### config.mk
export PLATFORM = sky130hd
export DESIGN_NAME = tcw_controller
export DESIGN_NICKNAME = d
export VERILOG_FILES = /design/src/rtl/tcw_pkg.sv /design/src/rtl/tcw_controller.sv
export SDC_FILE = /design/constraint.sdc
export NUM_CORES = 1
export LEC_CHECK = 0
export BUFFER_PORTS_ARGS = -buffer_cell sky130_fd_sc_hd__buf_2
export CAP_MARGIN = 20
export CORE_MARGIN = 2
export CORE_UTILIZATION = 25
export CTS_CLUSTER_SIZE = 30
export DETAILED_ROUTE_END_ITERATION = 10
export GPL_ROUTABILITY_DRIVEN = 0
export GPL_TIMING_DRIVEN = 0
export SLEW_MARGIN = 20
export SYNTH_ARGS = -nofsm -noshare
export SYNTH_HDL_FRONTEND = slang
export SYNTH_SLANG_ARGS = --single-unit
### constraint.sdc
create_clock -name aclk -period 2.4 [get_ports aclk]
set_input_delay 0.24 -clock aclk [delete_from_list [all_inputs] [get_ports aclk]]
set_output_delay 0.24 -clock aclk [all_outputs]
set_load 0.1 [all_outputs]
### src/rtl/tcw_pkg.sv
package tcw_pkg;

    // Fixed field widths
    localparam int IDX_W  = 13;   // cell index
    localparam int CELL_W = 16;   // attribute:character
    localparam int CHAR_W = 8;
    localparam int COL_W  = 7;
    localparam int ROW_W  = 5;

    // Defaults for the geometry parameters
    localparam int COLUMNS_DEF      = 80;
    localparam int ROWS_DEF         = 25;
    localparam int MEMORY_CELLS_DEF = 8192;

    localparam logic [CHAR_W-1:0] RESET_ATTR  = 8'h07;
    localparam logic [CELL_W-1:0] RESET_ERASE = 16'h0720;

    // Byte codes
    localparam logic [CHAR_W-1:0] CH_NUL = 8'h00;
    localparam logic [CHAR_W-1:0] CH_ENQ = 8'h05;
    localparam logic [CHAR_W-1:0] CH_BEL = 8'h07;
    localparam logic [CHAR_W-1:0] CH_BS  = 8'h08;
    localparam logic [CHAR_W-1:0] CH_TAB = 8'h09;
    localparam logic [CHAR_W-1:0] CH_LF  = 8'h0A;
    localparam logic [CHAR_W-1:0] CH_VT  = 8'h0B;
    localparam logic [CHAR_W-1:0] CH_FF  = 8'h0C;
    localparam logic [CHAR_W-1:0] CH_CR  = 8'h0D;
    localparam logic [CHAR_W-1:0] CH_ESC = 8'h1B;
    localparam logic [CHAR_W-1:0] CH_DEL = 8'h7F;

    // Configuration register map
    localparam int CFG_IDX_W = 1;
    typedef enum logic [CFG_IDX_W-1:0] {
        CFG_CHAR_ATTR  = 1'b0,
        CFG_ERASE_WORD = 1'b1
    } cfg_reg_t;

    typedef struct packed {
        logic              req_type;
        logic [CHAR_W-1:0] char_byte;
        logic [IDX_W-1:0]  read_address;
        logic              last_byte;
    } in_item_t;

    typedef struct packed {
        logic [IDX_W-1:0]  display_start;
        logic [IDX_W-1:0]  cursor_cell;
        logic [CELL_W-1:0] read_data;
    } out_item_t;

    typedef enum logic [2:0] {
        CLS_IGNORE,
        CLS_BS,
        CLS_DEL,
        CLS_CR,
        CLS_LF,
        CLS_PRINT
    } byte_class_t;

    typedef enum logic [3:0] {
        ST_CLEAR,
        ST_IDLE,
        ST_EXEC,
        ST_ROW_CLEAR,
        ST_COPY_RD,
        ST_COPY_WR,
        ST_TAIL_CLEAR,
        ST_PRINT,
        ST_DONE
    } ctl_state_t;

    typedef enum logic [3:0] {
        DP_NOP,
        DP_CLEAR,
        DP_READ,
        DP_BACKSPACE,
        DP_DELETE,
        DP_CR,
        DP_LF_DOWN,
        DP_PRINT,
        DP_ROW_CLEAR,
        DP_COPY_RD,
        DP_COPY_WR,
        DP_TAIL_CLEAR
    } dp_op_t;

    typedef struct packed {
        dp_op_t op;
        logic   capture;
        logic   load_out;
    } dp_cmd_t;

    typedef struct packed {
        logic        is_read;
        byte_class_t cls;
        logic        col_full;
        logic        row_last;
        logic        room;
        logic        clear_last;
        logic        row_step_last;
        logic        copy_last;
    } dp_stat_t;

    function automatic byte_class_t classify(input logic [CHAR_W-1:0] ch);
        byte_class_t cls;
        unique case (ch)
            CH_NUL, CH_ENQ, CH_BEL, CH_TAB, CH_VT, CH_FF, CH_ESC: cls = CLS_IGNORE;
            CH_BS:   cls = CLS_BS;
            CH_DEL:  cls = CLS_DEL;
            CH_CR:   cls = CLS_CR;
            CH_LF:   cls = CLS_LF;
            default: cls = CLS_PRINT;
        endcase
        return cls;
    endfunction

endpackage

### src/rtl/tcw_controller.sv
module tcw_controller
    import tcw_pkg::*;
(
    input  logic     aclk,
    input  logic     aresetn,
    input  dp_stat_t stat,
    output dp_cmd_t  cmd,
    input  logic     s_valid,
    output logic     s_ready,
    output logic     m_valid,
    input  logic     m_ready
);

    ctl_state_t state_reg, state_next;
    logic       out_valid_reg, out_valid_next;
    logic       pend_reg, pend_next;
    logic       take_lf, pend_set, out_free;

    assign out_free = !out_valid_reg || m_ready;
    assign m_valid  = out_valid_reg;

    always_ff @(posedge aclk) begin
        if (!aresetn) begin
            state_reg     <= ST_CLEAR;
            out_valid_reg <= 1'b0;
            pend_reg      <= 1'b0;
        end else begin
            state_reg     <= state_next;
            out_valid_reg <= out_valid_next;
            pend_reg      <= pend_next;
        end
    end

    always_comb begin
        state_next     = state_reg;
        out_valid_next = out_valid_reg && !m_ready;
        pend_next      = pend_reg;
        cmd.op         = DP_NOP;
        cmd.capture    = 1'b0;
        cmd.load_out   = 1'b0;
        s_ready        = 1'b0;
        take_lf        = 1'b0;
        pend_set       = 1'b0;
        unique case (state_reg)
            ST_CLEAR: begin
                cmd.op = DP_CLEAR;
                if (stat.clear_last) begin
                    state_next = ST_IDLE;
                end
            end
            ST_IDLE: begin
                s_ready     = 1'b1;
                cmd.capture = s_valid;
                if (s_valid) begin
                    state_next = ST_EXEC;
                end
            end
            ST_EXEC: begin
                state_next = ST_DONE;
                if (stat.is_read) begin
                    cmd.op = DP_READ;
                end else begin
                    unique case (stat.cls)
                        CLS_IGNORE: cmd.op = DP_NOP;
                        CLS_BS:     cmd.op = DP_BACKSPACE;
                        CLS_DEL:    cmd.op = DP_DELETE;
                        CLS_CR:     cmd.op = DP_CR;
                        CLS_LF:     take_lf = 1'b1;
                        CLS_PRINT: begin
                            if (stat.col_full) begin
                                take_lf  = 1'b1;
                                pend_set = 1'b1;
                            end else begin
                                cmd.op = DP_PRINT;
                            end
                        end
                        default: cmd.op = DP_NOP;
                    endcase
                end
                if (take_lf) begin
                    pend_next = pend_set;
                    if (!stat.row_last) begin
                        cmd.op     = DP_LF_DOWN;
                        state_next = pend_set ? ST_PRINT : ST_DONE;
                    end else if (stat.room) begin
                        state_next = ST_ROW_CLEAR;
                    end else begin
                        state_next = ST_COPY_RD;
                    end
                end
            end
            ST_ROW_CLEAR: begin
                cmd.op = DP_ROW_CLEAR;
                if (stat.row_step_last) begin
                    state_next = pend_reg ? ST_PRINT : ST_DONE;
                end
            end
            ST_COPY_RD: begin
                cmd.op     = DP_COPY_RD;
                state_next = ST_COPY_WR;
            end
            ST_COPY_WR: begin
                cmd.op     = DP_COPY_WR;
                state_next = stat.copy_last ? ST_TAIL_CLEAR : ST_COPY_RD;
            end
            ST_TAIL_CLEAR: begin
                cmd.op = DP_TAIL_CLEAR;
                if (stat.row_step_last) begin
                    state_next = pend_reg ? ST_PRINT : ST_DONE;
                end
            end
            ST_PRINT: begin
                cmd.op     = DP_PRINT;
                pend_next  = 1'b0;
                state_next = ST_DONE;
            end
            ST_DONE: begin
                // publish the result and take the next word in the same cycle
                if (out_free) begin
                    cmd.load_out   = 1'b1;
                    out_valid_next = 1'b1;
                    s_ready        = 1'b1;
                    cmd.capture    = s_valid;
                    state_next     = s_valid ? ST_EXEC : ST_IDLE;
                end
            end
            default: state_next = ST_IDLE;
        endcase
    end

    a_no_accept_while_clearing: assert property (@(posedge aclk) disable iff (!aresetn)
        state_reg == ST_CLEAR |-> !s_ready)
        else $error("input taken during memory clear");

    a_pend_only_in_scroll: assert property (@(posedge aclk) disable iff (!aresetn)
        pend_reg |-> (state_reg == ST_ROW_CLEAR || state_reg == ST_COPY_RD ||
                      state_reg == ST_COPY_WR || state_reg == ST_TAIL_CLEAR ||
                      state_reg == ST_PRINT))
        else $error("pending print outside line-feed sequence");

    a_load_needs_free_slot: assert property (@(posedge aclk) disable iff (!aresetn)
        cmd.load_out |-> out_free)
        else $error("result overwritten before it was taken");

endmodule

==> results of run 1 <==
worst paths after layout:
kind	startpoint	to	slack [ns]
worst max-delay path	state_reg[0]	cmd[3]	0.34
worst min-delay path	aresetn	pend_reg	0.31
worst max register to register	state_reg[2]	state_reg[1]	0.78
worst min register to register	m_valid	state_reg[3]	0.65
where the power goes:
group          switching (mW)  leakage (nW)  total [mW]  internal, mW
Clock                  0.0350        0.0138      0.0914        0.0565
Sequential            0.00410        0.0487       0.113         0.109
Combinational           0.308         0.309       0.426         0.117
routing by layer:
metal	wire [µm]	vias to the layer above
met4	0	0
li1	-	415
met3	131	0
met1	891	384
met2	995	32
met5	0	-
cell usage in the layout, fill, tap and decap left out, types with 2 or more instances in the layout:
| cell | n |
|---|---|
| o22ai_1 | 3 |
| and4_1 | 2 |
| nand4b_1 | 2 |
| nor2b_1 | 5 |
| clkbuf_4 | 3 |
| dfxtp_1 | 6 |
| o21ai_0 | 3 |
| inv_1 | 4 |
| nand2b_1 | 8 |
| buf_2 | 22 |
| a21oi_1 | 6 |
| nor2_1 | 8 |
| a221oi_1 | 2 |
| nand2_1 | 6 |
| buf_6 | 2 |
kinds of logic after synthesis:
logic type	count (synthesis)
flip-flops	6
XOR/XNOR	2
AND/OR/NAND/NOR	45
buffers and inverters	10
multiplexers	3
AO/OA/AOI/OAI	30
critical path, cell delays in order, from the launching register on:
cell,delay [ns]
dfxtp_1,0.30
buf_4,0.15
buf_2,0.23
nor2_1,0.11
or2_1,0.26
a21oi_2,0.10
buf_2,0.43
cell type report:
cell class	count	area (µm²)	area share [%]
Multi-Input combinational cell	80	567	61.5
Clock buffer	3	22.5	2.45
Buffer	5	48.8	5.30
Inverter	5	18.8	2.04
Sequential cell	6	120	13.0
Timing Repair Buffer	21	105	11.4
Tap cell	31	38.8	4.21
through the flow:
step | setup slack (ns) | cells | hold slack [ns] | instance area (µm²) | util, %
4_1_cts | 0.335 | 151 | 0.305 | 921 | 33.4
2_1_floorplan | -0.429 | 96 | 0.370 | 754 | -
3_3_place_gp | 0.608 | 148 | 0.559 | 898 | 32.6
6_report | 0.339 | 151 | 0.315 | 921 | 33.4
3_5_place_dp | 0.601 | 148 | 0.563 | 898 | 32.6
5_1_grt | 0.218 | 151 | 0.322 | 921 | 33.4
==> reports/qor.csv, run 1 <==
stage,metric,value,unit
logic_synthesis,Synth Instances,96,
grt,GRT overflow,0,
power,Leakage,0.372,nW
clock_tree,Worst-path clk slew,0.04,ns
logic_synthesis,syn_area_per_cell,7.62,µm²
grt,GR Util met2,21.6,%
logic_synthesis,"top cells by count, synth","nand2b_1, nor2_1, a21oi_1",
sta,skew final,0.00262,ns
clock_tree,hold_buf cts,0,
power,Overall Power,0.630,mW
clock_tree,worst skew pair latency,0.24,ns
logic_synthesis,largest family of logic cells by synthesized area,simple AND/OR/NAND/NOR gates,
grt,GRT Total Usage,13.0,%
sta,Worst Tran Pin Value,0.485,ns
critical_path,Worst setup SP type,flip-flop,
clock_tree,clock sink count,6,
critical_path,R2R depth,5,
logic_synthesis,#FFs+latches synth,6,
routing,Routed Antenna Nets,0,
logic_synthesis,"area leader, netlist",dfxtp_1,
logic_synthesis,"EDFF count, synth",0,
logic_synthesis,Mapped Area,732,µm²
final_layout,number of diodes,0,
clock_tree,CTS Buf Count,3,
clock_tree,post-CTS sizing,0,
grt,first-pass GRT wire length,3490,µm
clock_tree,Setup Buffers After CTS,0,
grt,vias in the first global route,837,
sta,Final Hold Vio Count,0,
critical_path,critical path arrival,1.82,ns
logic_synthesis,area fraction of the dominant cell type after synthesis,16.4,%
min_path,Tightest Hold Check Type,in2reg,
logic_synthesis,"Primary FF master, synth",dfxtp_1,
logic_synthesis,multiplexer area fraction after synthesis,4.96,%
grt,largest net degree at the start of global routing,11,
logic_synthesis,yosys warns,0,
routing,drt initial violations,32,
clock_tree,clock tree root buffer cell,clkbuf_4,
critical_path,Crit Path Max Fanout,10,
sta,final setup vio count,0,
sta,fin. max-slew vios,0,
logic_synthesis,sequential-to-total area share from yosys stat,16.4,%
sta,post-route minimum period,2.06,ns
floorplanning,Starting Density,26.5,%
grt,Top Usage Layer GRT,met2,
floorplanning,std cell rows,19,
routing,DR vias/cell,5.50,
logic_synthesis,synth top area cells,"dfxtp_1, nand2b_1, a21oi_1",
placement,dpl hpwl,1550,µm
clock_tree,clock buffer depth,2,
clock_tree,H-tree depth,1,
final_layout,synth-to-layout area growth,25.8,%
outcome,outcome,finished clean,
final_layout,Largest register FFs,4,
power,worst vdd ir,497,µV
final_layout,Final #Nets,136,
grt,grt met1 use,16.3,%
logic_synthesis,Synth Area in Adders,0,%
min_path,Hold Path Cell Cnt,2,
sta,RSZ-0062 raised after global routing,false,
sta,crit share post-route,85.9,%
logic_synthesis,Compound-Gate Fraction of Synth Area,29.9,%
final_layout,fraction of layout cells with a size suffix above 1,33.3,%
routing,Detailed Route WL,2020,µm
critical_path,CP endpoint kind,primary output,
logic_synthesis,"Distinct cells, synth",49,
job,Max Cap Viol,0,
sta,Slew Limit Headroom,67.9,%
final_layout,fillers,291,
grt,initial antenna violation count,0,
critical_path,"Req. time, crit path",2.16,ns
logic_synthesis,post-synthesis xor/xnor area fraction,2.39,%
logic_synthesis,Synthesized Nets,110,
routing,First-pass DRT Iterations,4,
critical_path,Crit Path Category,reg2out,
sta,Fmax,0.485,GHz
power,PwrDens,684,mW/mm²
sta,total negative setup slack,0,ns
grt,met3 GRT Util,3.13,%
routing,post-DR wirelength/cell,13.4,µm
floorplanning,Die Y,58.1,µm
routing,DRC Markers,0,
logic_synthesis,Synth Area in Simple Gates,37.1,%
floorplanning,Ports,22,
logic_synthesis,ys async rst share,0,%
placement,I/O Buffers,21,
routing,via count,831,
clock_tree,CTS tree,built,
floorplanning,DIE WIDTH,58.1,µm
floorplanning,core footprint,0.00276,mm²
floorplanning,full die area,0.00338,mm²
(Power assumes the default switching activity.)
==> inputs of run 2 (changes only) <==
--- a/config.mk
+++ b/config.mk
@@ -9,11 +9,12 @@
 export CAP_MARGIN = 20
 export CORE_MARGIN = 2
 export CORE_UTILIZATION = 25
+export CTS_BUF_LIST = sky130_fd_sc_hd__clkbuf_16
 export CTS_CLUSTER_SIZE = 30
 export DETAILED_ROUTE_END_ITERATION = 10
 export GPL_ROUTABILITY_DRIVEN = 0
 export GPL_TIMING_DRIVEN = 0
-export SLEW_MARGIN = 20
+export SLEW_MARGIN = 25
 export SYNTH_ARGS = -nofsm -noshare
 export SYNTH_HDL_FRONTEND = slang
 export SYNTH_SLANG_ARGS = --single-unit
==> reports/qor.csv, run 2 (synthesized netlist as in run 1, its figures left out) <==
stage,metric,value,unit,change
final_layout,Largest register FFs,4,,unchanged
power,switching pwr,0.364,mW,+4.7%
critical_path,"Req. time, crit path",2.16,ns,about the same
outcome,outcome,finished clean,,
final_layout,"commonest non-fill, non-tap cell in the layout",buf_2,,
routing,First-pass DRT Iterations,4,,unchanged
grt,grt met1 use,16.6,%,+0.27 points
floorplanning,core footprint,0.00276,mm²,unchanged
grt,first-pass GRT wire length,3510,µm,+0.40%
power,worst vdd ir,533,µV,+7.4%
final_layout,Util after Layout,35.3,%,+1.9 points
clock_tree,worst skew pair latency,0.22,ns,-0.02 ns
clock_tree,clock sink count,6,,unchanged
floorplanning,full die area,0.00338,mm²,unchanged
clock_tree,CTS tree,built,,
critical_path,critical path's largest stage delay,0.43,ns,about the same
placement,I/O Buffers,21,,unchanged
critical_path,critical path arrival,1.80,ns,-0.02 ns
final_layout,number of diodes,0,,unchanged
final_layout,fillers,285,,-2.1%
sta,RSZ-0062 raised after global routing,false,,
sta,final setup vio count,0,,unchanged
sta,crit share post-route,85.0,%,-0.88 points
sta,Fmax,0.490,GHz,+1.0%
job,Max Cap Viol,0,,unchanged
critical_path,Worst setup SP type,flip-flop,,
critical_path,CP dominant cell by count,buf_2,,
sta,Worst Tran Pin Value,0.485,ns,+0.0000271 ns
clock_tree,H-tree depth,1,,unchanged
final_layout,fraction of layout cells with a size suffix above 1,33.3,%,unchanged
routing,Routed Antenna Nets,0,,unchanged
routing,post-DR wirelength/cell,13.4,µm,unchanged
power,Leakage,0.395,nW,+6.2%
grt,largest net degree at the start of global routing,11,,unchanged
power,Pint,0.440,mW,+56%
grt,GRT overflow,0,,unchanged
sta,fin. max-slew vios,0,,unchanged
floorplanning,DIE WIDTH,58.1,µm,unchanged
floorplanning,Ports,22,,unchanged
grt,vias in the first global route,838,,+0.12%
routing,drt initial violations,29,,-9.4%
floorplanning,Die Y,58.1,µm,unchanged
critical_path,Crit Path Category,reg2out,,
routing,via count,840,,+1.1%
power,PwrDens,826,mW/mm²,+21%
final_layout,Final Cell Area,973,µm²,+5.7%
critical_path,critical path's top delay family,buffers and inverters,,
grt,initial antenna violation count,0,,unchanged
critical_path,Crit Path Max Fanout,10,,unchanged
final_layout,most frequent cells in the layout,"buf_2, nor2_1, nand2b_1",,
clock_tree,hold_buf cts,0,,unchanged
final_layout,synth-to-layout area growth,33.0,%,
floorplanning,std cell rows,19,,unchanged
critical_path,Crit-path slowest cell,buf_2,,
critical_path,CP endpoint kind,primary output,,
final_layout,Final #Nets,136,,unchanged
power,sw frac,45.2,%,-9.9 points
power,Overall Power,0.804,mW,+28%
routing,DRC Markers,0,,unchanged
grt,GR Util met2,21.4,%,-0.16 points
power,Comb pwr share,53.0,%,-15 points
clock_tree,Setup Buffers After CTS,0,,unchanged
clock_tree,post-CTS sizing,0,,unchanged
clock_tree,clock tree root buffer cell,clkbuf_16,,
routing,DR vias/cell,5.56,,+1.1%
critical_path,Bufs and invs on worst path,3,,unchanged
grt,met3 GRT Util,3.13,%,unchanged
clock_tree,Worst-path clk slew,0.03,ns,about the same
sta,Slew Limit Headroom,67.9,%,about the same
clock_tree,CTS Buf Count,3,,unchanged
sta,skew final,0.000639,ns,-0.00198 ns
critical_path,CP cell instances,"buf_4, buf_2, nor2_1, or2_1, a21oi_2, buf_2",,
grt,GRT Total Usage,13.0,%,+0.092 points
floorplanning,Starting Density,26.5,%,unchanged
placement,dpl cell area,898,µm²,unchanged
sta,total negative setup slack,0,ns,unchanged
power,proportion of power drawn by flip-flops and latches,14.1,%,-3.8 points
power,clock share of power,32.9,%,+18 points
sta,post-route minimum period,2.04,ns,-0.0212 ns
routing,Detailed Route WL,2020,µm,unchanged
grt,Top Usage Layer GRT,met2,,
min_path,Tightest Hold Check Type,in2reg,,
sta,Final Hold Vio Count,0,,unchanged
placement,dpl hpwl,1550,µm,unchanged
clock_tree,clock buffer depth,2,,unchanged
==> run 2: cell counts in the layout (fill, tap and decap cells not counted) <==
No cell type changed its count.
==> run 2: worst paths after layout <==
| kind | startpoint | end | slack (ns) | depth (start not counted) |
|---|---|---|---|---|
| worst max-delay path | state_reg[0] | cmd[3] | 0.36 | 6 |
| worst min-delay path | aresetn | pend_reg | 0.34 | 2 |
| worst max register to register | state_reg[2] | state_reg[1] | 0.78 | 5 |
| worst min register to register | m_valid | state_reg[3] | 0.65 | 3 |
==> run 2: per-stage QoR <==
stage | setup WS [ns] | hold WS [ns] | instances
6_report | 0.360 | 0.340 | 151
4_1_cts | 0.361 | 0.332 | 151
2_1_floorplan | -0.429 | 0.370 | 96
3_3_place_gp | 0.608 | 0.559 | 148
5_1_grt | 0.248 | 0.347 | 151
3_5_place_dp | 0.601 | 0.563 | 148
==> run 2: layout make-up <==
class                      count  area (µm²)  area share, %
timing repair buffer          21         105           10.8
tap                           31        38.8           3.98
multi-input combinational     80         567           58.2
buffer                         5        48.8           5.01
clock buffer                   3        75.1           7.71
sequential                     6         120           12.3
inverter                       5        18.8           1.93
==> run 2: power groups by stage <==
stage	Combinational (mW)	Sequential, mW	Clock (mW)
floorplan	0.348	0.117	0
global placement	0.423	0.115	0
detailed placement	0.423	0.115	0
CTS	0.425	0.113	0.267
global route	0.456	0.114	0.273
finish	0.426	0.113	0.265
==> run 2: per-layer routing <==
metal	vias up	wire (µm)
li1	416	-
met1	389	885
met2	33	997
met3	2	127
met4	0	8
met5	-	0
